==> src/rtl/opu_pkg.sv <==
`timescale 1ns / 1ps
// ----------------------------------------------------------------------------
// opu_pkg
// Shared constants and codes for the order price by urgency block.
// ----------------------------------------------------------------------------
package opu_pkg;

  localparam int OPU_PRICE_BITS = 48;
  localparam int OPU_TICK_BITS  = 32;
  localparam int OPU_OFF_BITS   = 16;
  // offset times tick always fits here
  localparam int OPU_DELTA_BITS = OPU_OFF_BITS + OPU_TICK_BITS;
  // half sum bits resolved per divider stage
  localparam int OPU_DIV_STEP   = 4;

  typedef enum logic [1:0] {
    URG_MAKER     = 2'd0,
    URG_MAKER_ONE = 2'd1,
    URG_MIDPOINT  = 2'd2,
    URG_TAKER     = 2'd3
  } urg_t;

  typedef enum logic [1:0] {
    OP_PASS = 2'd0,
    OP_ADD  = 2'd1,
    OP_SUB  = 2'd2
  } op_t;

endpackage

==> src/rtl/opu_div_stage.sv <==
`timescale 1ns / 1ps
// ----------------------------------------------------------------------------
// opu_div_stage
// One stage of the restoring remainder chain: half sum modulo tick.
// ----------------------------------------------------------------------------
module opu_div_stage #(
  parameter int HW    = opu_pkg::OPU_PRICE_BITS,
  parameter int LEVEL = 0
) (
  input  logic                              clk,
  input  logic                              rst,
  input  logic                              en,
  input  logic                              v_i,
  input  logic [HW-1:0]                     half_i,
  input  logic [opu_pkg::OPU_TICK_BITS-1:0] tick,
  input  logic [opu_pkg::OPU_TICK_BITS-1:0] rem_i,
  output logic                              v_o,
  output logic [HW-1:0]                     half_o,
  output logic [opu_pkg::OPU_TICK_BITS-1:0] rem_o
);
  import opu_pkg::*;

  logic [OPU_TICK_BITS-1:0] r;
  logic [OPU_TICK_BITS:0]   t;

  // shift in one dividend bit per step, subtract when it fits
  always_comb begin
    r = rem_i;
    t = '0;
    for (int j = 0; j < OPU_DIV_STEP; j++) begin
      t = {r, half_i[HW-1-LEVEL*OPU_DIV_STEP-j]};
      if (t >= {1'b0, tick}) begin
        t = t - {1'b0, tick};
      end
      r = t[OPU_TICK_BITS-1:0];
    end
  end

  always_ff @(posedge clk) begin
    if (rst) begin
      v_o <= 1'b0;
    end else if (en) begin
      v_o <= v_i;
    end
  end

  always_ff @(posedge clk) begin
    if (en) begin
      half_o <= half_i;
      rem_o  <= r;
    end
  end

endmodule

==> config.mk <==
export PLATFORM = sky130hd
export DESIGN_NAME = opu_div_stage
export DESIGN_NICKNAME = d
export VERILOG_FILES = /design/src/rtl/opu_pkg.sv /design/src/rtl/opu_div_stage.sv
export SDC_FILE = /design/constraint.sdc
export NUM_CORES = 1
export LEC_CHECK = 0
export CORE_AREA = 5 5 131 158
export DETAILED_ROUTE_END_ITERATION = 8
export DIE_AREA = 0 0 136 163
export DONT_BUFFER_PORTS = 1
export HOLD_SLACK_MARGIN = 0.15
export PLACE_DENSITY = 0.72
export SLEW_MARGIN = 10
export SYNTH_ARGS = -nofsm -noshare
export SYNTH_HDL_FRONTEND = slang
export SYNTH_SLANG_ARGS = --single-unit
export TNS_END_PERCENT = 5
==> constraint.sdc <==
create_clock -name clk -period 14.5 [get_ports clk]
set_input_delay 2.9 -clock clk [delete_from_list [all_inputs] [get_ports clk]]
set_output_delay 2.9 -clock clk [all_outputs]
set_load 0.02 [all_outputs]
# After elaboration in Yosys (flattened, before gate mapping)
# Index checks and enable logic that the tools add are counted.
# totals
memories	0
out_inout_bits	81
reg_bits	81
input_bits	116
latch_bits	0
ramBits	0
romBits	0
# op_classes
mul	0
eq_ne	0
shift	0
mux	4
n_lt_le_gt_ge	4
div	0
addsub	4
reduce_logical	0
n_bitwise	0
# op_table
op	n
$ge 33x32->1	4
$mux 32	4
$sub 32x32->32	4

# Depth between registers and ports, before layout
# logic_depth
depth_word	8
mapped_depth	57
depth_no_buf	49

# Worst setup path after synthesis
# No wires, ideal clock.
# synth_path
path_type	input port to flip-flop
from	input tick[18] in the netlist's numbering
to	register rem_o[22] in the netlist's numbering, data pin
setup_slack_ns	0.762
arrival_ns	13.472
path_stages	51
setup_ns	0.266
cell_sequence	inv_1 -> ha_1 -> a21o_1 -> a221o_1 -> a21oi_2 -> and2_1 -> nand3_1 -> a31oi_1 -> clkbuf_1 -> clkbuf_1 -> buf_1 -> nand2_1 -> o21ai_0 -> ha_1 -> clkbuf_1 -> nor2_1 -> or3_1 -> a311o_1 -> (+15 left out) -> o21ai_0 -> o21ai_0 -> a221oi_4 -> buf_4 -> mux2_2 -> ha_1 -> and3_1 -> o22ai_1 -> a211oi_1 -> a221o_1 -> a21oi_1 -> and4_1 -> nor2_1 -> or2_2 -> o22ai_1 -> buf_6 -> buf_6 -> o221ai_2
# synth_between
elab_chain_cells	8
word_cells_on_any_way	12
cone_classes	add/sub: 4; order compare: 4; mux: 4
# synth_rtl
item	line_no	source
start, declared	opu_div_stage.sv:15	input logic [opu_pkg::OPU_TICK_BITS-1:0] tick,
$sub 32x32->32 / $ge 33x32->1 (equally long branches)	opu_div_stage.sv:33, opu_div_stage.sv:32	
$mux 32	opu_div_stage.sv:32	if (t >= {1'b0, tick}) begin
$sub 32x32->32 / $ge 33x32->1 (equally long branches)	opu_div_stage.sv:33, opu_div_stage.sv:32	
$mux 32	opu_div_stage.sv:32	
$sub 32x32->32 / $ge 33x32->1 (equally long branches)	opu_div_stage.sv:33, opu_div_stage.sv:32	
$mux 32	opu_div_stage.sv:32	
$sub 32x32->32 / $ge 33x32->1 (equally long branches)	opu_div_stage.sv:33, opu_div_stage.sv:32	
$mux 32 *	opu_div_stage.sv:32	
via t[22]	opu_div_stage.sv:24	logic [OPU_TICK_BITS:0] t;
end signal, assigned	opu_div_stage.sv:50	rem_o <= r;
end, declared	opu_div_stage.sv:19	output logic [opu_pkg::OPU_TICK_BITS-1:0] rem_o
# The timed path passes the listed nets; every way through them passes the cells marked *.
# A chain may end at the register's enable or synchronous reset.

# Worst setup path after layout
# layout_path
from	input tick[2] in the netlist's numbering
to	register rem_o[31] in the netlist's numbering, data pin
# The elaborated chain is that of the path after synthesis.

==> reports/metrics.yaml <==
status: "finished clean"
ioPinCount: 197
drtIter0Drc: 640
ys_ff_latch: 81
port_buffers: 0
power_leakage_nw: 4.91
dr.pass1.iters: 6
wl_per_cell_um: 20.3
grt_max_degree: 82
rrSetupSlack_ps: 13780
insertion_delay_ps: 320
wl_mm: 31.8
netlist_instances: 1262
htreeDepth: 3
worst_setup_path_start_kind: "primary input"
ir_drop_mv: 0.202
root_buffer: "clkbuf_16"
hold_buffers: 0
yosysWarnings: 0
ys.flop_type: "edfxtp_1"
globalRouteTotalUtil: 0.273
antenna_found_initial: 0
vias_per_cell: 6.26
cp-end-kind: "flop"
finalHoldViolCount: 0
layout_commonest_cell: "ha_1"
cts_sinks: 81
clockBufferDepth: 2
dieArea_sq_um: 22200
core_sq_um: 19100
area_growth_pct: 9.08
r2r-end: "v_o"
grt_pass1_vias: 9373
whs_ps: 642
grt_pass1_wl_mm: 48.7
reg2reg_depth: 2
avgSynthCellArea_sq_um: 8.37
cp_data_required_time_ps: 14560
grt_setup_unrepaired: "false"
cp_slowest_stage_delay_ps: 390
synth_top_area_frac: 0.227
hp-class: "reg -> reg"
final_nets: 1546
cts_buffers: 9
synth_edf_count: 80
place_area_sq_um: 11200
ant_nets: 0
die_w_um: 136
vias: 9786
synthArstFlopShare: 0
slew_headroom: 0.549
drive_above_1_share: 0.107
synth_cell_type_count: 75
period_share: 0.949
cp_slowest_cell: "ha_1"
crit_start: "tick[2]"
initial_core_util: 0.552
place.detailed.hpwl_mm: 26.4
synthTopCellsByArea: "edfxtp_1 23%, ha_1 15%, a21oi_1 5.5%"
path_clk_slew_ps: 60
grt_overflow_total: 0
yosysSeqAreaShare: 0.229
route.detailed.drc: 0
design_area_sq_um: 11500
die_h_um: 163
worst-slew-pin-transition_ps: 676
period_needed_ps: 13760
crit_type: "in -> reg"
worstSetupEndpoint: "rem_o[31]"
timing.fmax_ghz: 0.0727
syn_nets: 1510
antenna_cells: 0
gp_congestion: 0.967
r2r-start: "v_o"
setup_violations: 0
skew_ps: 0
place_inst: 1542
pwr_density_cell_nw_per_um2: 307
synth_top_cell_by_area: "edfxtp_1"
crit_path_max_fanout: 31
final_cell_mix: "128 x ha_1, 116 x a21oi_1, 112 x o21ai_0, 111 x nand2_1, 82 x inv_1"
row_count: 56
cts_tree: "built"
arrival_ps: 13810
drv_slew: 0
fin_cells: 1564
synth_area_sq_um: 10600
maxCapViolCount: 0
critical path: cells and delay by family:
family / cells / cell delay [ps]
AO/OA/AOI/OAI: 27 / 6120
AND/OR/NAND/NOR: 10 / 2380
adder cells (fa/ha/maj): 4 / 1390
multiplexers: 1 / 260
buffers and inverters: 4 / 740
logic make-up after synthesis:
group / share of synthesized area
AO/OA/AOI/OAI: 0.273
XOR/XNOR: 0.0895
adder cells (fa/ha/maj): 0.159
buffers and inverters: 0.0459
flip-flops: 0.229
multiplexers: 0.0455
AND/OR/NAND/NOR: 0.158
state kept, by name (all words and copies together) (netlist names):
name / count
half_o: 48
rem_o: 32
v_o: 1
synthesized netlist by cell type (all sizes together), types with 16 or more instances:
| cell type | count |
|---|---|
| nor2 | 70 |
| ha | 128 |
| xnor2 | 65 |
| xor2 | 43 |
| nand2 | 111 |
| o21ai | 116 |
| mux2 | 32 |
| inv | 82 |
| and3 | 16 |
| a21o | 53 |
| nand3 | 52 |
| edfxtp | 80 |
| o221ai | 29 |
| a21oi | 117 |
| nand4 | 18 |
| buf | 22 |
power by group:
group          switching [W]  internal, W
registers           0.000102     0.000419
clock network      0.0000891     0.000116
logic                0.00158      0.00123
total                0.00177      0.00177
metal layers:
| metal | global-route usage | part of all wire |
|---|---|---|
| met1 | 0.357 | 0.43 |
| met5 | 0 | 0 |
| met3 | 0.0430 | 0.071 |
| met2 | 0.459 | 0.46 |
| met4 | 0.0926 | 0.033 |
layout make-up:
class | instances | area [sq um]
multi-input combinational | 1066 | 7710
tap | 261 | 327
clock buffer | 10 | 229
clock inverter | 6 | 43.8
inverter | 82 | 308
sequential | 81 | 2420
fill | 1730 | 7600
timing repair buffer | 58 | 485
what timing repair did:
| item | in CTS | in global routing |
|---|---|---|
| gates resized for setup | 0 | 6 |
| endpoints found under the setup margin | 0 | 32 |
| buffers inserted | 0 | 5 |
| endpoints found under the hold margin | 0 | 0 |
stage by stage:
| step | setup TNS, ps | power (W) | setup slack [ps] | utilization |
|---|---|---|---|---|
| 2_1_floorplan | 0 | 0.00253 | 762 | - |
| 3_3_place_gp | 0 | 0.00324 | 375 | 0.584 |
| 3_5_place_dp | -40.5 | 0.00327 | -37.3 | 0.584 |
| 4_1_cts | 0 | 0.00350 | 268 | 0.599 |
| 5_1_grt | 0 | 0.00380 | 46.6 | 0.603 |
| 6_report | 0 | 0.00354 | 742 | 0.603 |
how the worst min path moves through the flow:
stage	depth (start not counted)	end	slack (ps)	start
final	2	v_o	640	v_o
after global routing	2	v_o	680	v_o
after CTS	2	v_o	650	v_o
after detailed placement	2	v_o	640	v_o
after global placement	2	v_o	600	v_o
after floorplan	2	v_o	580	v_o
Note: power is estimated with default switching activity, not from simulation.
