`config.mk`:
```
export PLATFORM = sky130hd
export DESIGN_NAME = opu_select
export DESIGN_NICKNAME = d
export VERILOG_FILES = /design/src/rtl/opu_pkg.sv /design/src/rtl/opu_select.sv
export SDC_FILE = /design/constraint.sdc
export NUM_CORES = 1
export LEC_CHECK = 0
export BUFFER_PORTS_ARGS = -buffer_cell sky130_fd_sc_hd__buf_2
export CORE_ASPECT_RATIO = 0.6
export CORE_MARGIN = 2
export CORE_UTILIZATION = 49
export CTS_CLUSTER_SIZE = 25
export DETAILED_ROUTE_END_ITERATION = 10
export HOLD_SLACK_MARGIN = 0.05
export PLACE_DENSITY = 0.86
export SKIP_LAST_GASP = 1
export SLEW_MARGIN = 20
export SYNTH_ARGS = -nofsm -noshare
export SYNTH_HDL_FRONTEND = slang
export SYNTH_SLANG_ARGS = --single-unit
```
`constraint.sdc`:
```
create_clock -name clk -period 3.4 [get_ports clk]
set_clock_uncertainty 0.1 [all_clocks]
set_input_delay 0.68 -clock clk [delete_from_list [all_inputs] [get_ports clk]]
set_output_delay 0.68 -clock clk [all_outputs]
set_load 0.005 [all_outputs]
```
`src/rtl/opu_pkg.sv`:
```
`timescale 1ns / 1ps
// ----------------------------------------------------------------------------
// opu_pkg
// Shared constants and codes for the order price by urgency block.
// ----------------------------------------------------------------------------
package opu_pkg;

  localparam int OPU_PRICE_BITS = 48;
  localparam int OPU_TICK_BITS  = 32;
  localparam int OPU_OFF_BITS   = 16;
  // offset times tick always fits here
  localparam int OPU_DELTA_BITS = OPU_OFF_BITS + OPU_TICK_BITS;
  // half sum bits resolved per divider stage
  localparam int OPU_DIV_STEP   = 4;

  typedef enum logic [1:0] {
    URG_MAKER     = 2'd0,
    URG_MAKER_ONE = 2'd1,
    URG_MIDPOINT  = 2'd2,
    URG_TAKER     = 2'd3
  } urg_t;

  typedef enum logic [1:0] {
    OP_PASS = 2'd0,
    OP_ADD  = 2'd1,
    OP_SUB  = 2'd2
  } op_t;

endpackage

```
`src/rtl/opu_select.sv`:
```
`timescale 1ns / 1ps
// ----------------------------------------------------------------------------
// opu_select
// Picks base price, step and operation for the urgency mode and side.
// ----------------------------------------------------------------------------
module opu_select #(
  parameter int PRICE_BITS = opu_pkg::OPU_PRICE_BITS
) (
  input  logic                               clk,
  input  logic                               rst,
  input  logic                               en,
  input  logic                               v_i,
  input  logic [PRICE_BITS-1:0]              bid,
  input  logic [PRICE_BITS-1:0]              ask,
  input  logic                               side,
  input  logic [1:0]                         urg,
  input  logic [opu_pkg::OPU_TICK_BITS-1:0]  tick,
  input  logic [opu_pkg::OPU_DELTA_BITS-1:0] delta,
  input  logic [PRICE_BITS-1:0]              half,
  input  logic                               odd,
  input  logic                               one_tick,
  input  logic [opu_pkg::OPU_TICK_BITS-1:0]  rem,
  output logic                               v_o,
  output logic [PRICE_BITS-1:0]              base,
  output logic [opu_pkg::OPU_DELTA_BITS-1:0] step,
  output opu_pkg::op_t                       op
);
  import opu_pkg::*;

  logic [PRICE_BITS-1:0]     a;
  logic [OPU_DELTA_BITS-1:0] d;
  op_t                       o;
  logic [PRICE_BITS-1:0]     floor_mid;

  // remainder never exceeds the half sum, so it fits the price width
  assign floor_mid = half - PRICE_BITS'(rem);

  always_comb begin
    a = bid;
    d = '0;
    o = OP_PASS;
    case (urg_t'(urg))
      URG_MAKER: begin
        a = side ? ask : bid;
        d = delta;
        o = side ? OP_ADD : OP_SUB;
      end
      URG_MAKER_ONE: begin
        if (one_tick) begin
          a = side ? bid : ask;
        end else begin
          a = side ? ask : bid;
          d = OPU_DELTA_BITS'(tick);
          o = side ? OP_SUB : OP_ADD;
        end
      end
      URG_MIDPOINT: begin
        if (one_tick) begin
          a = side ? bid : ask;
        end else begin
          // round up to a tick for an ask when not exact
          a = floor_mid;
          d = (side && (rem != '0 || odd)) ? OPU_DELTA_BITS'(tick) : '0;
          o = OP_ADD;
        end
      end
      URG_TAKER: begin
        a = side ? bid : ask;
        d = delta;
        o = side ? OP_SUB : OP_ADD;
      end
      default: begin
        a = bid;
      end
    endcase
  end

  always_ff @(posedge clk) begin
    if (rst) begin
      v_o <= 1'b0;
    end else if (en) begin
      v_o <= v_i;
    end
  end

  always_ff @(posedge clk) begin
    if (en) begin
      base <= a;
      step <= d;
      op   <= o;
    end
  end

endmodule

```
# Word level (Yosys, flattened, before mapping)
# Index checks and enable logic that the tools add are counted.
[classes]
addsub = 1
n_eq_ne = 3
mux = 14
reduce_logical = 5
[ops]
columns = ["cell", "n"]
rows = [
  ["48-bit 2-to-1 mux", 4],
  ["48-bit case mux with 4 select lines", 1],
  ["48-bit case mux with 3 select lines", 1],
  ["32-bit 2-to-1 mux", 3],
  ["48-bit by 32-bit subtractor with 48-bit output", 1],
  ["32-bit nonzero test", 1],
  ["2-bit case mux with 4 select lines", 1],
  ["2-bit 2-to-1 mux", 3],
  ["2-bit equality test, second input constant", 2],
  ["2-bit by 1-bit equality test with 1-bit output, second input constant", 1],
  ["2-bit logical NOT", 1],
  ["2-bit OR reduction", 1],
  ["1-bit logical AND", 1],
  ["1-bit logical OR", 1],
  ["1-bit 2-to-1 mux", 1],
]
[word_totals]
ff_bits = 99
out_inout_bits = 99

# Logic depth before layout (Yosys ltp)
[depth]
depth_word = 6
mapped_depth = 12
ltp_nobuf = 11

# Worst setup path after synthesis
# No wires, ideal clock.
[synth_path]
kind = "input -> register"
startpoint = "in half[0]"
endpoint = "reg base[44] (data pin)"
arrival_time_ns = 2.819
required_time_ns = 3.031
slack_ns = 0.212
path_stages = 11
n_path_buf = 0
cell_sequence = "inv_1 -> ha_1 -> fa_1 -> nand2b_1 -> a21oi_1 -> o31a_1 -> o21ai_1 -> o41a_1 -> o2111ai_1 -> xor2_1 -> o22ai_1"
[synth_via]
elab_chain_cells = 3
[synth_lines]
columns = ["item", "line", "rtl"]
rows = [
  ["start: declaration", "opu_select.sv:19", "input logic [PRICE_BITS-1:0] half,"],
  ["48-bit by 32-bit subtractor with 48-bit output", "opu_select.sv:36", "assign floor_mid = half - PRICE_BITS'(rem);"],
  ["48-bit 2-to-1 mux", "opu_select.sv:58", "if (one_tick) begin"],
  ["48-bit case mux with 4 select lines", "opu_select.sv:42", "case (urg_t'(urg))"],
  ["via a[44]", "opu_select.sv:30", "logic [PRICE_BITS-1:0] a;"],
  ["end signal: assignment", "opu_select.sv:88", "base <= a;"],
  ["end: declaration", "opu_select.sv:24", "output logic [PRICE_BITS-1:0] base,"],
]
# The timed path passes the listed nets, and every way through them passes these cells.
# A chain may end at the register's enable or synchronous reset.

# Worst setup path after layout
[layout_path]
startpoint = "in half[0]"
endpoint = "reg base[36] (data pin)"
# The elaborated chain is that of the path after synthesis.

==> impl_metrics.toml <==
[outcome]
status = "completed"

[worst_hold_path]
min_path_type = "in2reg"
holdPathStages = 2

[floorplan]
num_rows = 36
dieWidth_um = 172.4
num_io_pins = 364
die_area_mm2 = 0.01810
die_y_um = 105.0
start_util = 0.5069
core_mm2 = 0.01644

[route]
vias = 9650
routedWlPerCell_um = 20.82
vias_per_cell = 6.295
drtIter0Drc = 1363
drc = 0
ant_nets = 0
wl_um = 31920
dr.pass1.iters = 5

[clock_network]
cts.reportedPaths.clkPinSlew_ns = 0.08
cts.htree.levels = 3
numCtsBuffers = 9
clkSinkCount = 99
cts_max_path_buffers = 2
cts_tree = "yes"
insertion_delay_ns = 0.35
root_buffer = "clkbuf_16"
hold_buffers = 0

[timing]
finalSetupViolCount = 0
grt_setup_unrepaired = "yes"
max_clock_freq_mhz = 298.5
slew_headroom = 0.3372
drv_slew = 0
final-hold-violation-count = 0
setup_tns_ns = 0
period_share = 0.9853
min_period_ns = 3.350
worstMarginPinSlew_ns = 0.9910

[logic_synthesis]
yosys.cell_count.top_type = "edfxtp_1"
async_reset_ff_frac = 0
yosysTopAreaCell = "edfxtp_1"
netlist.area_leader.share = 0.3531
syn_inst = 941
synth.yosys.seq_area_share = 0.3555
synth_common_cells = "edfxtp_1 (98), a21oi_1 (87), a221oi_1 (77)"
synth_ff_type = "edfxtp_1"
ys_types = 69
synth_edf_count = 98
synth-seq-cells = 99
synth_area_mm2 = 0.008334
yosys_warnings = 0
syn_avg_cell_area_um2 = 8.857
synthTopCellsByArea = "edfxtp_1 (35%), a221oi_1 (8.1%), ha_1 (5.4%)"
syn_nets = 1243

[place]
numPortBuffers = 363
routabilityCongestion = 0.9898
dpl.hpwl_um = 24860

[power]
ir_drop_mv = 0.2344
switchingPower_uw = 1333
p_clk_frac = 0.270
p_leak_uw = 0.004772
power.density_mw_per_mm2 = 361.4
p_sw_frac = 0.3382
p_seq_frac = 0.391
p_total_uw = 3941
pwr-share-comb = 0.338
p_int_uw = 2608

[critical_path]
crit_slowest_cell = "o41a_1"
worstPathCellList = "buf_2 -> inv_1 -> ha_1 -> fa_1 -> nand2b_1 -> a21oi_2 -> o31a_1 -> o21ai_1 -> o41a_1 -> o211ai_1 -> xor2_1 -> o22ai_1"
crit_fanout = 7
worstPathRequired_ns = 3.38
cp-end-kind = "register"
max_stage_delay_ns = 0.59
critPathKind = "in2reg"
timing.critical_path.from_type = "input pin"
r2r_cells = 2
cp.arrival_ns = 3.33

[final_layout]
drive_gt1_frac = 0.3528
layout.nets = 1598
syn_to_final_growth_pct = 30.85

[global_routing]
grt_pass1_vias = 8640
grt.total_usage = 0.3367
grt_overflow = 0
antenna_found_initial = 5
grt_max_degree = 100
grt_pass1_wl_um = 47000

[run]
cap_violations = 0
==> routing by layer <==
metal,global-route usage,part of all wire,up-vias
met3,0.07727,0.12,76
met2,0.5057,0.44,652
met1,0.4815,0.41,4579
li1,-,-,4339
met4,0.09784,0.022,4
met5,0,0.00072,-
==> cells by family after synthesis <==
group / after synthesis / synth area share
compound gates: 352 / 0.2825
xor+xnor: 39 / 0.04099
fa+ha+maj: 37 / 0.05645
buf+inv: 116 / 0.05390
flops: 99 / 0.3555
mux: 40 / 0.04954
simple gates: 258 / 0.1611
==> critical path: cells and delay by family <==
family                   cells  cell delay [ns]
XOR/XNOR                     1             0.21
adder cells (fa/ha/maj)      2             0.59
AND/OR/NAND/NOR              1             0.20
AO/OA/AOI/OAI                6             1.53
buffers and inverters        2             0.10
==> registers in the layout, summed over array words and instances (netlist names) <==
register	flops
op	2
base	48
v_o	1
step	48
==> final cells by class <==
type                       count  area, um^2
fill                        1430        5535
multi-input combinational    726        4945
sequential                    99        2963
timing repair buffer         415        2237
tap                          228       285.3
clock buffer                  10       239.0
inverter                      45       168.9
clock inverter                 6       57.56
antenna                        4       10.01
==> repair_timing <==
item	CTS	global route
endpoints found under the setup margin	0	1
setup buffers	0	1
endpoints found under the hold margin	0	0
resized for setup	0	2
==> final timing paths <==
| check | startpoint | end | slack, ns |
|---|---|---|---|
| min | rst | v_o$_SDFFE_PP0P_ | 0.38 |
| max reg2reg | v_o$_SDFFE_PP0P_ | v_o$_SDFFE_PP0P_ | 2.72 |
| min reg2reg | v_o$_SDFFE_PP0P_ | v_o$_SDFFE_PP0P_ | 0.40 |
| max | half[0] | base[36]$_DFFE_PP_ | 0.05 |
==> power by group through the flow <==
stage | logic, uW | registers [uW] | clock network (uW)
3_3_place_gp | 1270 | 1560 | 0
5_1_grt | 1440 | 1550 | 1120
2_1_floorplan | 662 | 1580 | 0
4_1_cts | 1300 | 1540 | 1070
6_report | 1330 | 1540 | 1070
3_5_place_dp | 1300 | 1570 | 0
==> layout by cell type (no fill, tap or decap), types with 42 or more instances in the layout <==
| master | count |
|---|---|
| nor2b_1 | 51 |
| nor2_1 | 42 |
| o21ai_0 | 64 |
| inv_1 | 45 |
| edfxtp_1 | 98 |
| buf_4 | 52 |
| a221oi_1 | 77 |
| buf_2 | 361 |
| nand2_1 | 75 |
| a21oi_1 | 86 |
==> stage by stage <==
| stage | util | cells | setup WS, ns | hold WS (ns) | instance area [um^2] |
|---|---|---|---|---|---|
| floorplan | - | 941 | 0.2122 | 0.3850 | 8334 |
| global placement | 0.6437 | 1512 | -0.09618 | 0.3686 | 10580 |
| detailed placement | 0.6437 | 1512 | -0.2132 | 0.3837 | 10580 |
| CTS | 0.6617 | 1528 | 0.1468 | 0.3772 | 10880 |
| global route | 0.6632 | 1532 | -0.04098 | 0.3702 | 10900 |
| finish | 0.6633 | 1533 | 0.04993 | 0.3822 | 10910 |
(Power assumes the default switching activity.)
