==> config.mk <==
export PLATFORM = sky130hd
export DESIGN_NAME = opu_back_flat
export DESIGN_NICKNAME = d
export VERILOG_FILES = /design/src/rtl/opu_pkg.sv /design/src/rtl/opu_if.sv /design/src/rtl/opu_back.sv /design/src/flat_wrapper.sv
export SDC_FILE = /design/constraint.sdc
export NUM_CORES = 1
export LEC_CHECK = 0
export ABC_AREA = 1
export ABC_CLOCK_PERIOD_IN_PS = 3200
export BUFFER_PORTS_ARGS = -buffer_cell sky130_fd_sc_hd__buf_2
export CORE_ASPECT_RATIO = 1.2
export CORE_MARGIN = 4
export CORE_UTILIZATION = 50
export DETAILED_ROUTE_END_ITERATION = 8
export PLACE_DENSITY = 0.71
export SLEW_MARGIN = 20
export SYNTH_ARGS = -nofsm -noshare
export SYNTH_HDL_FRONTEND = slang
export SYNTH_SLANG_ARGS = --single-unit
==> constraint.sdc <==
create_clock -name clk -period 3.2 [get_ports clk]
set_input_delay 0.16 -clock clk [delete_from_list [all_inputs] [get_ports clk]]
set_output_delay 0.16 -clock clk [all_outputs]
set_load 0.05 [all_outputs]
==> src/rtl/opu_pkg.sv <==
`timescale 1ns / 1ps
// ----------------------------------------------------------------------------
// opu_pkg
// Shared constants and codes for the order price by urgency block.
// ----------------------------------------------------------------------------
package opu_pkg;

  localparam int OPU_PRICE_BITS = 48;
  localparam int OPU_TICK_BITS  = 32;
  localparam int OPU_OFF_BITS   = 16;
  // offset times tick always fits here
  localparam int OPU_DELTA_BITS = OPU_OFF_BITS + OPU_TICK_BITS;
  // half sum bits resolved per divider stage
  localparam int OPU_DIV_STEP   = 4;

  typedef enum logic [1:0] {
    URG_MAKER     = 2'd0,
    URG_MAKER_ONE = 2'd1,
    URG_MIDPOINT  = 2'd2,
    URG_TAKER     = 2'd3
  } urg_t;

  typedef enum logic [1:0] {
    OP_PASS = 2'd0,
    OP_ADD  = 2'd1,
    OP_SUB  = 2'd2
  } op_t;

endpackage

==> src/rtl/opu_if.sv <==


interface opu_result_if #(parameter int PRICE_BITS = opu_pkg::OPU_PRICE_BITS);
  logic                  valid;
  logic                  ready;
  logic [PRICE_BITS-1:0] price;
  logic                  range_flag;
  modport source (output valid, price, range_flag, input ready);
  modport sink   (input valid, price, range_flag, output ready);
endinterface


==> src/rtl/opu_back.sv <==
`timescale 1ns / 1ps
// ----------------------------------------------------------------------------
// opu_back
// Saturating add or subtract, or pass of the base, into the output register.
// ----------------------------------------------------------------------------
module opu_back #(
  parameter int PRICE_BITS = opu_pkg::OPU_PRICE_BITS
) (
  input  logic                               clk,
  input  logic                               rst,
  input  logic                               en,
  input  logic                               v_i,
  input  logic [PRICE_BITS-1:0]              base,
  input  logic [opu_pkg::OPU_DELTA_BITS-1:0] step,
  input  opu_pkg::op_t                       op,
  opu_result_if.source                       result
);
  import opu_pkg::*;

  localparam int W = ((PRICE_BITS > OPU_DELTA_BITS) ? PRICE_BITS : OPU_DELTA_BITS) + 1;

  logic [W-1:0]          sum;
  logic [W-1:0]          pmax;
  logic [PRICE_BITS-1:0] p;
  logic                  f;
  logic                  out_v;
  logic [PRICE_BITS-1:0] out_p;
  logic                  out_f;

  assign pmax = W'({PRICE_BITS{1'b1}});

  always_comb begin
    sum = '0;
    p   = base;
    f   = 1'b0;
    case (op)
      OP_ADD: begin
        sum = W'(base) + W'(step);
        if (sum > pmax) begin
          p = '1;
          f = 1'b1;
        end else begin
          p = sum[PRICE_BITS-1:0];
        end
      end
      OP_SUB: begin
        sum = W'(base) - W'(step);
        if (W'(step) > W'(base)) begin
          p = '0;
          f = 1'b1;
        end else begin
          p = sum[PRICE_BITS-1:0];
        end
      end
      default: begin
        p = base;
      end
    endcase
  end

  // output register
  always_ff @(posedge clk) begin
    if (rst) begin
      out_v <= 1'b0;
    end else if (en) begin
      out_v <= v_i;
    end
  end

  always_ff @(posedge clk) begin
    if (en) begin
      out_p <= p;
      out_f <= f;
    end
  end

  assign result.valid      = out_v;
  assign result.price      = out_p;
  assign result.range_flag = out_f;

endmodule

==> src/flat_wrapper.sv <==
// flat-port wrapper written by rule: the top's interface ports become plain ports
module opu_back_flat import opu_pkg::*;
#(
  parameter int PRICE_BITS = opu_pkg::OPU_PRICE_BITS
)
  (clk, rst, en, v_i, base, step, op, result_valid, result_price, result_range_flag, result_ready);
  opu_result_if #(.PRICE_BITS(PRICE_BITS)) result_i ();
  input  logic clk;
  input  logic rst;
  input  logic en;
  input  logic v_i;
  input  logic [PRICE_BITS-1:0] base;
  input  logic [opu_pkg::OPU_DELTA_BITS-1:0] step;
  input  opu_pkg::op_t op;
  output wire logic [$bits(result_i.valid)-1:0] result_valid;
  output wire logic [$bits(result_i.price)-1:0] result_price;
  output wire logic [$bits(result_i.range_flag)-1:0] result_range_flag;
  input wire logic [$bits(result_i.ready)-1:0] result_ready;
  assign result_valid = result_i.valid;
  assign result_price = result_i.price;
  assign result_range_flag = result_i.range_flag;
  assign result_i.ready = result_ready;
  opu_back #(.PRICE_BITS(PRICE_BITS)) u_core (.clk(clk), .rst(rst), .en(en), .v_i(v_i), .base(base), .step(step), .op(op), .result(result_i));
endmodule
After elaboration in Yosys (flattened, before gate mapping)

Cells that the tools add are included.

Bitwise gates (word level): 0
$lt $le $gt $ge: 2
Divide/modulo/power cells: 0
Multipliers: 0
Equality and inequality tests: 2
Shift operators: 0
Add/subtract/negate cells: 2
Reductions and logical operators: 0
Multiplexer cells: 6

Operators with widths:

| kind                                                                              | number |
|---|---|
| 48-bit two-way mux                                                                | 2 |
| 48-bit one-hot mux with 2 select lines                                            | 1 |
| 48-bit by 48-bit adder with 49-bit output                                         | 1 |
| 49-bit by 48-bit greater-than comparator with 1-bit output, second input constant | 1 |
| 48-bit greater-than comparator                                                    | 1 |
| 48-bit subtractor                                                                 | 1 |
| 2-bit by 1-bit equality test with 1-bit output, second input constant             | 1 |
| 2-bit equality test, second input constant                                        | 1 |
| 1-bit two-way mux                                                                 | 2 |
| 1-bit one-hot mux with 2 select lines                                             | 1 |

Latch bits: 0
Bits of input ports: 103
Flip-flop bits (word level): 50
Memories: 0
ROM bits: 0
Word-level logic and storage cells: 15
Output and inout bits: 50
Bits in writable memories: 0

Longest topological paths before layout

Depth after elaboration: 4
Mapped depth: 20
Depth with buffers taken out: 18

Worst setup path after synthesis

No wires, ideal clock.

Path kind: in2reg
Start: input port base[0]
End: register u_core.out_p[41], in the netlist u_core.result.price[41] (data pin)
Arrival time: 2.034 ns
Stages: 19
Data required time: 2.951 ns
Slack: 0.917 ns
Library setup time: 0.249 ns
Buffers on the path: 1
Cell sequence: inv_1 -> ha_1 -> inv_1 -> fa_1 -> nand3_1 -> nand3_1 -> nand2_1 -> nand2_2 -> nand2_1 -> nand2_2 -> nand2_2 -> nand3_2 -> nand2_4 -> inv_8 -> buf_12 -> nand3_4 -> nand3_2 -> nand2_1 -> inv_1

Cells in the longest elaborated chain, start to end: 4
Elaborated cells on any way between the ends: 7
Those cells by class: add/sub: 2; order compare: 2; mux: 3

RTL lines:

| element                                                    | line               | text |
|---|---|---|
| from (decl)                                                | flat_wrapper.sv:12 | `input logic [PRICE_BITS-1:0] base;` |
| 48-bit by 48-bit adder with 49-bit output                  | opu_back.sv:38     | `sum = W'(base) + W'(step);` |
| 49-bit by 48-bit greater-than comparator with 1-bit output | opu_back.sv:39     | `if (sum > pmax) begin` |
| 48-bit two-way mux                                         | opu_back.sv:39     |  |
| 48-bit one-hot mux with 2 select lines *                   | opu_back.sv:36     | `case (op)` |
| net u_core.p[41]                                           | opu_back.sv:24     | `logic [PRICE_BITS-1:0] p;` |
| to (signal assigned)                                       | opu_back.sv:72     | `out_p <= p;` |
| to (decl)                                                  | opu_back.sv:27     | `logic [PRICE_BITS-1:0] out_p;` |

The timed path passes the listed nets; every way through them passes the cells marked *.
A chain may end at the register's enable or synchronous reset.

Worst setup path in the final report

Start: input port base[0]
End: register u_core.out_p[30], in the netlist u_core.result.price[30] (data pin)

The elaborated chain is that of the path after synthesis.

==> impl_metrics.tcl <==
set metrics [dict create \
    outcome "finished, final reports clean" \
    synth_area_leaders "nand2_1 (25%), inv_1 (16%), edfxtp_1 (13%)" \
    final.setup_skew_ns 0 \
    wl_per_cell_um 18.12 \
    place_congestion 1.062 \
    ant_nets 0 \
    start_util_pct 50.71 \
    setup_violations 0 \
    clkLatencyLatePin_ns 0.33 \
    core_area_um2 23130 \
    clock-sinks 50 \
    worst_pin_slew_ns 0.8879 \
    yosysSeqAreaShare_pct 12.72 \
    num_antenna_cells 0 \
    grt-ovfl-total 0 \
    finalHoldViolCount 0 \
    die_h_um 175.8 \
    cts_tree "done" \
    layoutNonFillerInstCount 2645 \
    die_x_um 147.8 \
    syn_inst 2185 \
    postSynthAreaPerCell_um2 5.367 \
    grt_pass1_vias 12920 \
    synth_top_area_cell "nand2_1" \
    grt_start_max_net_pins 31 \
    dieArea_um2 25980 \
    startpoint_type "input pin" \
    grt_pass1_wl_mm 71.03 \
    drt_iter0_drc 1181 \
    worstPathMaxFanout 6 \
    period_share_pct 86.61 \
    wl_mm 47.93 \
    finalSetupTns_ns 0 \
    area_growth_pct 11.28 \
    placed_cells 2636 \
    yosys.area.top_type_share_pct 24.71 \
    criticalPathCategory "in -> reg" \
    cts_buffer_depth 2 \
    p_leak_nw 7.773 \
    yosysUniqueCellTypes 40 \
    htree_levels 2 \
    ios 153 \
    timing.critical_path.cells "buf_2, ha_1, inv_1, fa_1, nor2_1, nand2_1, nand3_1, nand2_1, nand2_2, nand2_2, nand2_2, nand2_1, nand3_2, nand2_1, nand2_1, buf_4, nor2_1, nor2_1" \
    synth_area_um2 11730 \
    critPathTopFamily "simple AND/OR/NAND/NOR gates" \
    ys_warn_count 0 \
    clk_transition_reported_paths_ns 0.10 \
    std_cell_rows 61 \
    max_slew_margin_pct 40.81 \
    n_fill_cell 2491 \
    grt.total_usage_pct 36.14 \
    rsz0062_at_grt "no" \
    routed_via_density 5.153 \
    drc 0 \
    path_common_cell "nand2_1" \
    crit_required_ns 3.31 \
    cts-root-buf "clkbuf_16" \
    critPathBufInv 3 \
    pre_cts_slack_ns 0.1720 \
    arrival_ns 2.88 \
    powerDensity_nw_per_um2 312.2 \
    maxSlewViolCount 0 \
    fin_crit_ns 2.772 \
    syn-num-nets 2388 \
    nets 2532 \
    worst_path_max_delay_cell "fa_1" \
    cts-buffers-inserted 5 \
    ir_worst_vdd_mv 0.2220 \
    maxCapViolCount 0 \
    final.setup.worst_slack_ns 0.4283 \
    num_vias 13630 \
    clock.fmax_ghz 0.3608 \
    critPathCaptureType "flop" \
    max_stage_delay_ns 0.40 \
    dp_hpwl_mm 41.43 \
    port_buffers 151 \
    hold_class "in -> reg" \
    antenna_found_initial 0 \
    drive_above_1_share_pct 13.26 \
    synth-seq-cells 50 \
    firstDrtPassIters 6 \
]
==> report_power, final <==
part	internal [W]	switching (W)	total [W]
Combinational	0.000714	0.00178	0.00249
Clock	0.000397	0.000331	0.000728
Sequential	0.000830	0.0000210	0.000851
Total	0.00194	0.00213	0.00407
==> cells in the mapped netlist (all sizes together) <==
library cell  number
fa                 2
clkbuf            10
nor3              21
a21o               1
a31oi             16
nand4             38
inv              500
dfxtp              1
xor2              37
buf               45
or2               17
o21bai            10
clkinv             7
nor2             263
nand3            152
nand3b             3
ha                98
nor4               1
and2               2
mux2i              1
edfxtp            49
a21oi             82
o21ai             33
nand2            796
==> per-layer routing <==
metal / vias to the layer above / share of wire (%) / GRT usage (%)
li1: 6857 / - / -
met1: 6007 / 39 / 41.59
met2: 598 / 46 / 61.45
met3: 169 / 6.5 / 4.077
met4: 0 / 8.8 / 26.92
met5: - / 0 / 0
==> timing repair <==
action,CTS,global route
hold buffers,1,0
buffers inserted,0,0
hold endpoints to repair,1,0
resized for setup,0,0
==> placed cells by master, fill, tap and decap left out, types with 17 or more instances in the layout <==
cell      synthesis  routed
nand4_1          38      38
ha_1             98      97
nand2_2          22      22
nand3_2          27      27
nor3_1           21      21
inv_1           491     491
nand3_1         124     124
buf_2            23     151
edfxtp_1         49      49
nand2_1         772     772
buf_4            16      36
or2_2            17      17
o21ai_0          33      33
a21oi_1          77      77
nor2_1          249     249
xor2_1           37      37
==> registers in the layout, indices dropped and copies added (netlist names) <==
register / count
u_core.result.price: 48
u_core.result.valid: 1
u_core.result.range_flag: 1
==> area by class of cell <==
type	count	area, um^2	area share (%)
timing repair buffer	192	1116	8.552
sequential	50	1491	11.43
multi-input combinational	1573	7960	61.00
inverter	507	1911	14.64
clock inverter	2	38.79	0.2972
tap	315	394.1	3.020
clock buffer	6	138.9	1.064
==> tightest hold or removal path, cell delays in order <==
cell,delay (ns)
buf_2,0.08
mux2i_1,0.06
nor2_1,0.09
==> worst paths after layout <==
path	startpoint	to	slack (ns)	cells after the start
setup reg to reg	u_core.result.valid	u_core.result.valid	2.57	2
hold reg to reg	u_core.result.valid	u_core.result.valid	0.56	2
setup / recovery	base[0]	u_core.result.price[30]	0.43	18
hold / removal	v_i	u_core.result.valid	0.10	3
==> stage by stage <==
stage,util (%),power [W],cell area (um^2),hold slack (ns)
2_1_floorplan,-,0.002554,11730,0.2324
3_3_place_gp,55.62,0.003286,12860,0.3162
3_5_place_dp,55.62,0.003319,12860,0.3327
4_1_cts,56.43,0.004045,13050,0.1032
5_1_grt,56.43,0.004328,13050,0.1332
6_report,56.43,0.004074,13050,0.1008
==> cell families (layout without fill, tap and decap cells) <==
logic type	Yosys count	after routing	synth area share, %
AND/OR/NAND/NOR	1293	1293	46.88
buffers and inverters	562	707	19.43
AO/OA/AOI/OAI	142	142	7.330
adder cells (fa/ha/maj)	100	100	10.80
flip-flops	50	50	12.72
XOR/XNOR	37	37	2.763
multiplexers	1	1	0.08535
Power figures use the tool's default switching activity.
