$ cat config.mk
export PLATFORM = sky130hd
export DESIGN_NAME = opu_front_flat
export DESIGN_NICKNAME = d
export VERILOG_FILES = /design/src/rtl/opu_pkg.sv /design/src/rtl/opu_if.sv /design/src/rtl/opu_front.sv /design/src/flat_wrapper.sv
export SDC_FILE = /design/constraint.sdc
export NUM_CORES = 2
export LEC_CHECK = 0
export BUFFER_PORTS_ARGS = -buffer_cell sky130_fd_sc_hd__buf_2
export CORE_MARGIN = 4
export CORE_UTILIZATION = 50
export DETAILED_ROUTE_END_ITERATION = 12
export HOLD_SLACK_MARGIN = 0.03
export PLACE_DENSITY = 0.72
export SYNTH_ARGS = -nofsm -noshare
export SYNTH_HDL_FRONTEND = slang
export SYNTH_SLANG_ARGS = --single-unit
$ cat constraint.sdc
create_clock -name clk -period 7.1 [get_ports clk]
set_input_delay 0.71 -clock clk [delete_from_list [all_inputs] [get_ports clk]]
set_output_delay 0.71 -clock clk [all_outputs]
set_load 0.01 [all_outputs]
$ cat src/rtl/opu_pkg.sv
`timescale 1ns / 1ps
// ----------------------------------------------------------------------------
// opu_pkg
// Shared constants and codes for the order price by urgency block.
// ----------------------------------------------------------------------------
package opu_pkg;

  localparam int OPU_PRICE_BITS = 48;
  localparam int OPU_TICK_BITS  = 32;
  localparam int OPU_OFF_BITS   = 16;
  // offset times tick always fits here
  localparam int OPU_DELTA_BITS = OPU_OFF_BITS + OPU_TICK_BITS;
  // half sum bits resolved per divider stage
  localparam int OPU_DIV_STEP   = 4;

  typedef enum logic [1:0] {
    URG_MAKER     = 2'd0,
    URG_MAKER_ONE = 2'd1,
    URG_MIDPOINT  = 2'd2,
    URG_TAKER     = 2'd3
  } urg_t;

  typedef enum logic [1:0] {
    OP_PASS = 2'd0,
    OP_ADD  = 2'd1,
    OP_SUB  = 2'd2
  } op_t;

endpackage

$ cat src/rtl/opu_if.sv
`timescale 1ns / 1ps
// ----------------------------------------------------------------------------
// opu interfaces
// Quote request, price result and tick size write channels.
// ----------------------------------------------------------------------------
interface opu_quote_if #(parameter int PRICE_BITS = opu_pkg::OPU_PRICE_BITS);
  logic                  valid;
  logic                  ready;
  logic [PRICE_BITS-1:0] bid_price;
  logic [PRICE_BITS-1:0] ask_price;
  logic                  side;
  logic [1:0]            urgency;
  logic [15:0]           tick_offset;
  modport source (output valid, bid_price, ask_price, side, urgency, tick_offset,
                  input ready);
  modport sink   (input valid, bid_price, ask_price, side, urgency, tick_offset,
                  output ready);
endinterface


interface opu_cfg_if;
  logic        valid;
  logic        ready;
  logic [31:0] tick_size;
  modport source (output valid, tick_size, input ready);
  modport sink   (input valid, tick_size, output ready);
endinterface

$ cat src/rtl/opu_front.sv
`timescale 1ns / 1ps
// ----------------------------------------------------------------------------
// opu_front
// Tick register, input capture, offset product, half sum and spread check.
// ----------------------------------------------------------------------------
module opu_front #(
  parameter int PRICE_BITS = opu_pkg::OPU_PRICE_BITS,
  parameter int HW         = PRICE_BITS
) (
  input  logic                                clk,
  input  logic                                rst,
  input  logic                                en,
  opu_quote_if.sink                           quote,
  opu_cfg_if.sink                             cfg,
  output logic                                v,
  output logic [PRICE_BITS-1:0]               bid,
  output logic [PRICE_BITS-1:0]               ask,
  output logic                                side,
  output logic [1:0]                          urg,
  output logic [opu_pkg::OPU_TICK_BITS-1:0]   tick,
  output logic [opu_pkg::OPU_DELTA_BITS-1:0]  delta,
  output logic [HW-1:0]                       half,
  output logic                                odd,
  output logic                                one_tick
);
  import opu_pkg::*;

  localparam int CW = (PRICE_BITS > OPU_TICK_BITS) ? PRICE_BITS : OPU_TICK_BITS;

  logic [OPU_TICK_BITS-1:0]  tick_reg;
  logic                      a_v;
  logic [PRICE_BITS-1:0]     a_bid;
  logic [PRICE_BITS-1:0]     a_ask;
  logic                      a_side;
  logic [1:0]                a_urg;
  logic [OPU_OFF_BITS-1:0]   a_off;
  logic [OPU_TICK_BITS-1:0]  a_tick;
  logic [PRICE_BITS:0]       sum;
  logic [PRICE_BITS-1:0]     diff;
  logic [OPU_DELTA_BITS-1:0] prod;

  assign cfg.ready   = 1'b1;
  assign quote.ready = en;

  // tick size register
  always_ff @(posedge clk) begin
    if (rst) begin
      tick_reg <= OPU_TICK_BITS'(1);
    end else if (cfg.valid) begin
      tick_reg <= cfg.tick_size;
    end
  end

  // capture stage, zero tick taken as one
  always_ff @(posedge clk) begin
    if (rst) begin
      a_v <= 1'b0;
    end else if (en) begin
      a_v <= quote.valid;
    end
  end

  always_ff @(posedge clk) begin
    if (en) begin
      a_bid  <= quote.bid_price;
      a_ask  <= quote.ask_price;
      a_side <= quote.side;
      a_urg  <= quote.urgency;
      a_off  <= quote.tick_offset;
      a_tick <= (tick_reg == '0) ? OPU_TICK_BITS'(1) : tick_reg;
    end
  end

  // offset product, quote sum and spread difference
  always_comb begin
    prod = OPU_DELTA_BITS'(a_off) * OPU_DELTA_BITS'(a_tick);
    sum  = {1'b0, a_bid} + {1'b0, a_ask};
    diff = a_ask - a_bid;
  end

  always_ff @(posedge clk) begin
    if (rst) begin
      v <= 1'b0;
    end else if (en) begin
      v <= a_v;
    end
  end

  always_ff @(posedge clk) begin
    if (en) begin
      bid      <= a_bid;
      ask      <= a_ask;
      side     <= a_side;
      urg      <= a_urg;
      tick     <= a_tick;
      delta    <= prod;
      half     <= HW'(sum[PRICE_BITS:1]);
      odd      <= sum[0];
      one_tick <= (a_ask >= a_bid) && (CW'(diff) == CW'(a_tick));
    end
  end

endmodule

$ cat src/flat_wrapper.sv
// flat-port wrapper written by rule: the top's interface ports become plain ports
module opu_front_flat import opu_pkg::*;
#(
  parameter int PRICE_BITS = opu_pkg::OPU_PRICE_BITS,
  parameter int HW         = PRICE_BITS
)
  (clk, rst, en, v, bid, ask, side, urg, tick, delta, half, odd, one_tick, quote_valid, quote_bid_price, quote_ask_price, quote_side, quote_urgency, quote_tick_offset, quote_ready, cfg_valid, cfg_tick_size, cfg_ready);
  opu_quote_if #(.PRICE_BITS(PRICE_BITS)) quote_i ();
  opu_cfg_if cfg_i ();
  input  logic clk;
  input  logic rst;
  input  logic en;
  output logic v;
  output logic [PRICE_BITS-1:0] bid;
  output logic [PRICE_BITS-1:0] ask;
  output logic side;
  output logic [1:0] urg;
  output logic [opu_pkg::OPU_TICK_BITS-1:0] tick;
  output logic [opu_pkg::OPU_DELTA_BITS-1:0] delta;
  output logic [HW-1:0] half;
  output logic odd;
  output logic one_tick;
  input wire logic [$bits(quote_i.valid)-1:0] quote_valid;
  input wire logic [$bits(quote_i.bid_price)-1:0] quote_bid_price;
  input wire logic [$bits(quote_i.ask_price)-1:0] quote_ask_price;
  input wire logic [$bits(quote_i.side)-1:0] quote_side;
  input wire logic [$bits(quote_i.urgency)-1:0] quote_urgency;
  input wire logic [$bits(quote_i.tick_offset)-1:0] quote_tick_offset;
  output wire logic [$bits(quote_i.ready)-1:0] quote_ready;
  input wire logic [$bits(cfg_i.valid)-1:0] cfg_valid;
  input wire logic [$bits(cfg_i.tick_size)-1:0] cfg_tick_size;
  output wire logic [$bits(cfg_i.ready)-1:0] cfg_ready;
  assign quote_i.valid = quote_valid;
  assign quote_i.bid_price = quote_bid_price;
  assign quote_i.ask_price = quote_ask_price;
  assign quote_i.side = quote_side;
  assign quote_i.urgency = quote_urgency;
  assign quote_i.tick_offset = quote_tick_offset;
  assign quote_ready = quote_i.ready;
  assign cfg_i.valid = cfg_valid;
  assign cfg_i.tick_size = cfg_tick_size;
  assign cfg_ready = cfg_i.ready;
  opu_front #(.PRICE_BITS(PRICE_BITS), .HW(HW)) u_core (.clk(clk), .rst(rst), .en(en), .quote(quote_i), .cfg(cfg_i), .v(v), .bid(bid), .ask(ask), .side(side), .urg(urg), .tick(tick), .delta(delta), .half(half), .odd(odd), .one_tick(one_tick));
endmodule
Word level (Yosys, flattened, before mapping). Index checks and enable logic that the tools add are counted.

Add/subtract/negate cells: 2. Multipliers: 1. Magnitude comparators: 1. Eq/ne operators: 1. Reduce and logical (&&, ||, !) cells: 2.

Operators by type and width (number): adder 48 x 48 -> 49 bit (1); == test 48 x 32 -> 1 bit (1); >= comparator 48 bit (1); multiplier 16 x 32 -> 48 bit (1); subtractor 48 bit (1); logical NOT 32 bit (1); logical AND 1 bit (1).

Bits in registers: 410. Output and inout port bits: 232.

Logic depth before layout (Yosys ltp).
Depth after elaboration: 3. Gate-level depth with buffers: 26. Depth with buffers taken out: 24.

Worst setup path after synthesis. Ideal clock, no wire load.

Kind: reg-to-reg. Start point: reg u_core.a_tick[11]. End point: reg u_core.delta[46] (netlist name), data pin. Arrival: 6562 ps. Path slack: 274 ps. Cell stages (with the launch flop): 25. Path buffers: 2. Clock period less this slack: 6826 ps. Path through: edfxtp_1 > clkbuf_1 > nand2_1 > fa_1 > fa_1 > fa_1 > inv_1 > fa_1 > fa_1 > inv_1 > fa_1 > inv_1 > ha_1 > buf_2 > and3_1 > a221o_1 > or4b_1 > o22ai_1 > o22ai_1 > a2bb2oi_1 > a21o_1 > o31a_1 > o21ai_1 > a211oi_1 > a211oi_1.

Cells in the longest elaborated chain, start to end: 1.

Ends and longest elaborated chain: from (decl) (line opu_front.sv:37) `logic [OPU_TICK_BITS-1:0] a_tick;`; from (signal assigned) (line opu_front.sv:70) `a_tick <= (tick_reg == '0) ? OPU_TICK_BITS'(1) : tick_reg;`; multiplier 16 x 32 -> 48 bit (line opu_front.sv:76) `prod = OPU_DELTA_BITS'(a_off) * OPU_DELTA_BITS'(a_tick);`; via u_core.prod[46] (line opu_front.sv:40) `logic [OPU_DELTA_BITS-1:0] prod;`; to (signal assigned) (line opu_front.sv:96) `delta <= prod;`; to (decl) (line opu_front.sv:21) `output logic [opu_pkg::OPU_DELTA_BITS-1:0] delta,`.

The timed path passes the listed nets, and every way through them passes these cells. A chain may end at the register's enable or synchronous reset.

Worst setup path in the final report.
Start point: reg u_core.a_off[4]. End point: reg u_core.delta[46] (netlist name), data pin.

Cells in the longest elaborated chain, start to end: 1.

Ends and longest elaborated chain: from (decl) (line opu_front.sv:36) `logic [OPU_OFF_BITS-1:0] a_off;`; from (signal assigned) (line opu_front.sv:69) `a_off <= quote.tick_offset;`; multiplier 16 x 32 -> 48 bit (line opu_front.sv:76); via u_core.prod[46] (line opu_front.sv:40).

The timed path passes the listed nets, and every way through them passes these cells.

==> impl_results.rst <==
.. list-table::
   :header-rows: 1

   * - Metric
     - Value
   * - Die span in y
     - approximately 270 um
   * - Antenna Nets Post-Route
     - 0
   * - DR DRC count
     - 0
   * - Buffer levels on the longest clock path
     - 3
   * - Vias in the first global route
     - between 20000 and 30000
   * - Site row count
     - 96
   * - Vias after detailed routing
     - around 25000
   * - Core Util, Final
     - 0.584
   * - Final global-route overflow total
     - 0
   * - Hold/Removal Path Class
     - in2reg
   * - Setup Skew
     - around 0.029 ns
   * - I/O pin count
     - 384
   * - Average size of a mapped cell
     - around 11 um2
   * - Die Width
     - about 270 um
   * - Worst Path Arrival
     - just over 7 ns
   * - Critical Setup Path Class
     - reg2reg
   * - Largest cells by area after synthesis
     - sky130_fd_sc_hd__edfxtp_1, sky130_fd_sc_hd__fa_1, sky130_fd_sc_hd__ha_1
   * - Clock share of power
     - 0.127
   * - Normalized max-slew margin
     - 0.209
   * - NetSw
     - roughly 9000 uW
   * - Post-synthesis to final-layout area growth
     - 15.2%
   * - Wirelength per Cell
     - 21.1 um
   * - Post-synthesis instance total
     - about 3300
   * - Endpoint required time on the critical path
     - around 7.4 ns
   * - Share of total power in combinational logic
     - 0.685
   * - Smallest setup slack after layout
     - around 0.26 ns
   * - Synthesis-stage register bit count
     - 410
   * - Post-synth top area share
     - 0.324
   * - Cell taking the most area after synthesis
     - sky130_fd_sc_hd__edfxtp_1
   * - TritonCTS clock tree
     - built
   * - Placed wire-length estimate after detailed placement
     - 78.6 mm
   * - Max-slew violations
     - 0
   * - Max Freq
     - approximately 150 MHz
   * - Violation count after the first detailed-route iteration
     - around 2100
   * - Placed cell count
     - around 4600
   * - Clock insertion delay at the later pin of the skew report
     - 0.60 ns
   * - Synth cell types
     - 83
   * - Filler cell count
     - 5855
   * - Synth top cells by count
     - sky130_fd_sc_hd__inv_1, sky130_fd_sc_hd__fa_1, sky130_fd_sc_hd__edfxtp_1
   * - Fin cells
     - about 4700
   * - Static power due to leakage
     - around 0.018 uW
   * - Drt via density
     - 5.46
   * - Warnings from Yosys
     - 0
   * - Startpoint Class
     - register
   * - Final setup vio count
     - 0
   * - Net count after synthesis
     - between 4000 and 5000
   * - Number of synthesized flops with an enable pin
     - about 380
   * - Clock root cell
     - sky130_fd_sc_hd__clkbuf_16
   * - Global router's overall resource usage
     - 0.261
   * - Sequential power share
     - 0.188
   * - Period Utilization, post-route
     - 0.964
   * - Outcome
     - finished clean
   * - Post-layout minimum cycle time
     - around 6.8 ns
   * - Die Area
     - around 74000 um2
   * - Setup WS pre-CTS
     - -0.0215 ns
   * - Floorplan core area
     - about 69000 um2
   * - Clock transition at the registers of the reported paths
     - 0.07 ns
   * - Post-synth ARST share
     - 0
   * - Detailed Route WL
     - between 90 and 100 mm
   * - Fraction of the yosys area taken by sequential cells
     - 0.343
   * - GP Congestion
     - 0.967
   * - Number of violations of the max-capacitance limit
     - 0
   * - Level count of the clock H-tree
     - 2
   * - Fraction of layout instances using a drive strength above 1
     - 0.168
   * - Number of flip-flops under the largest register name
     - 64
   * - Initial antenna violation count
     - 13
   * - Switching share of total power
     - 0.440
   * - TritonCTS Buffers
     - 46
   * - Net count, final
     - 4478
   * - Wire length of the first global-routing pass
     - around 150 mm
   * - Most frequent cell after synthesis
     - sky130_fd_sc_hd__inv_1
   * - Endpoint class of the critical path
     - register
   * - Internal
     - between 10000 and 15000 uW
   * - Top flip-flop cell by instance count after synthesis
     - sky130_fd_sc_hd__edfxtp_1
   * - Power per cell area
     - 503 nW/um2
   * - Biggest fanout along the worst timing path
     - 14
   * - Largest net degree at the start of global routing
     - 184
   * - Count of endpoints failing hold in the final timing report
     - 0
   * - Worst voltage drop across the vdd grid
     - 871 uV
   * - Area of the mapped netlist
     - between 30000 and 40000 um2
   * - Transition time of the tightest slew-check pin
     - approximately 1.2 ns
   * - Initial standard-cell utilization of the core
     - 0.507
   * - Count of input and output buffers
     - roughly 380
   * - Detailed-routing iteration count for the pre-antenna-repair pass
     - 5
   * - Clock Sinks
     - 410
final cells by class:
type / instances / area (um2) / share of cell area
antenna: 8 / 20.0 / 0.000498
clock buffer: 52 / 1190 / 0.0297
clock inverter: 34 / 428 / 0.0106
inverter: 531 / 1990 / 0.0496
multi-input combinational: 2190 / 20300 / 0.505
sequential: 410 / 12000 / 0.298
tap: 931 / 1160 / 0.0290
timing repair buffer: 511 / 3120 / 0.0776
cell usage in the layout (no fill, tap or decap), types with 18 or more instances in the layout:
master / instances
sky130_fd_sc_hd__o21ai_0: 46
sky130_fd_sc_hd__nand2b_1: 25
sky130_fd_sc_hd__clkbuf_16: 47
sky130_fd_sc_hd__buf_4: 111
sky130_fd_sc_hd__o21bai_1: 33
sky130_fd_sc_hd__dfxtp_1: 34
sky130_fd_sc_hd__xnor2_1: 100
sky130_fd_sc_hd__and2_1: 228
sky130_fd_sc_hd__edfxtp_1: 376
sky130_fd_sc_hd__a21oi_1: 135
sky130_fd_sc_hd__nand2_1: 370
sky130_fd_sc_hd__a21o_1: 46
sky130_fd_sc_hd__nor4_1: 18
sky130_fd_sc_hd__ha_1: 216
sky130_fd_sc_hd__inv_1: 527
sky130_fd_sc_hd__nor3_1: 37
sky130_fd_sc_hd__buf_2: 381
sky130_fd_sc_hd__nand4_1: 24
sky130_fd_sc_hd__a211oi_1: 18
sky130_fd_sc_hd__nand3_1: 22
sky130_fd_sc_hd__xor2_1: 34
sky130_fd_sc_hd__nor2b_1: 18
sky130_fd_sc_hd__nor2_1: 148
sky130_fd_sc_hd__fa_1: 420
sky130_fd_sc_hd__mux2i_1: 44
cells by family (layout without fill, tap and decap cells):
kind of cell | after synthesis | in the layout | share of synthesized area
AOI/OAI and AO/OA | 439 | 439 | 0.0837
xor gates and xnor gates | 134 | 134 | 0.0337
adders and majority gates | 636 | 636 | 0.319
buffers and inverters | 714 | 1128 | 0.0777
DFF | 410 | 410 | 0.343
muxes | 46 | 46 | 0.0133
other | 1 | 9 | 0.000108
and+or+nand+nor | 934 | 934 | 0.130
per-layer routing:
| metal | global-route usage | part of all wire | up-vias |
|---|---|---|---|
| met2 | 0.429 | 0.48 | 1056 |
| met1 | 0.343 | 0.39 | 12700 |
| met5 | 0 | 0.00056 | - |
| li1 | - | - | 11500 |
| met3 | 0.0636 | 0.096 | 196 |
| met4 | 0.0844 | 0.036 | 8 |
through the flow:
step	cell area (um2)	TNS, ns	power [uW]	hold WS [ns]
final	40200	0	20200	0.284
after global routing	40200	-0.0304	22100	0.268
after CTS	40000	0	19900	0.249
after detailed placement	38300	-0.0215	17100	0.407
after global placement	38300	0	16900	0.401
after floorplan	34900	0	13100	0.400
worst max-delay path: stages, from the launching register on:
cell and delay, ns:
sky130_fd_sc_hd__edfxtp_1 0.36, sky130_fd_sc_hd__buf_4 0.19, sky130_fd_sc_hd__and2_1 0.17, sky130_fd_sc_hd__fa_1 0.54
sky130_fd_sc_hd__inv_1 0.05, sky130_fd_sc_hd__fa_1 0.47, sky130_fd_sc_hd__fa_1 0.54, sky130_fd_sc_hd__inv_1 0.06
sky130_fd_sc_hd__fa_1 0.48, sky130_fd_sc_hd__fa_1 0.49, sky130_fd_sc_hd__inv_1 0.05, sky130_fd_sc_hd__fa_1 0.47
sky130_fd_sc_hd__inv_1 0.04, sky130_fd_sc_hd__ha_1 0.29, sky130_fd_sc_hd__and3_1 0.17, sky130_fd_sc_hd__a221o_1 0.35
sky130_fd_sc_hd__or4b_4 0.52, sky130_fd_sc_hd__o22ai_4 0.26, sky130_fd_sc_hd__o22ai_4 0.11, sky130_fd_sc_hd__a2bb2oi_2 0.16
sky130_fd_sc_hd__buf_4 0.13, sky130_fd_sc_hd__a21o_4 0.13, sky130_fd_sc_hd__o31a_1 0.16, sky130_fd_sc_hd__o21ai_2 0.08
sky130_fd_sc_hd__a211oi_2 0.24, sky130_fd_sc_hd__a211oi_2 0.07
path summary, 6_finish.rpt:
kind / from / slack, ns / to / cells past startpoint
max: u_core.a_off[4] / 0.26 / u_core.delta[46] / 25
min: quote_bid_price[20] / 0.28 / u_core.a_bid[20] / 1
max reg2reg: u_core.a_off[4] / 0.26 / u_core.delta[46] / 25
min reg2reg: u_core.a_side / 0.42 / u_core.side / 0
power groups by stage:
stage	Combinational, uW	Clock [uW]	Sequential (uW)
floorplan	9190	0	3890
global placement	13100	0	3850
detailed placement	13200	0	3850
CTS	13400	2630	3810
global route	15500	2720	3830
finish	13800	2570	3800
what timing repair did:
action,4_1_cts,5_1_grt
gates cloned,0,1
resized for setup,1,21
hold buffers,0,0
setup buffers,1,9
endpoints found under the setup margin,1,10
pin swaps,0,8
endpoints found under the hold margin,0,0
Note: power is estimated with default switching activity, not from simulation.
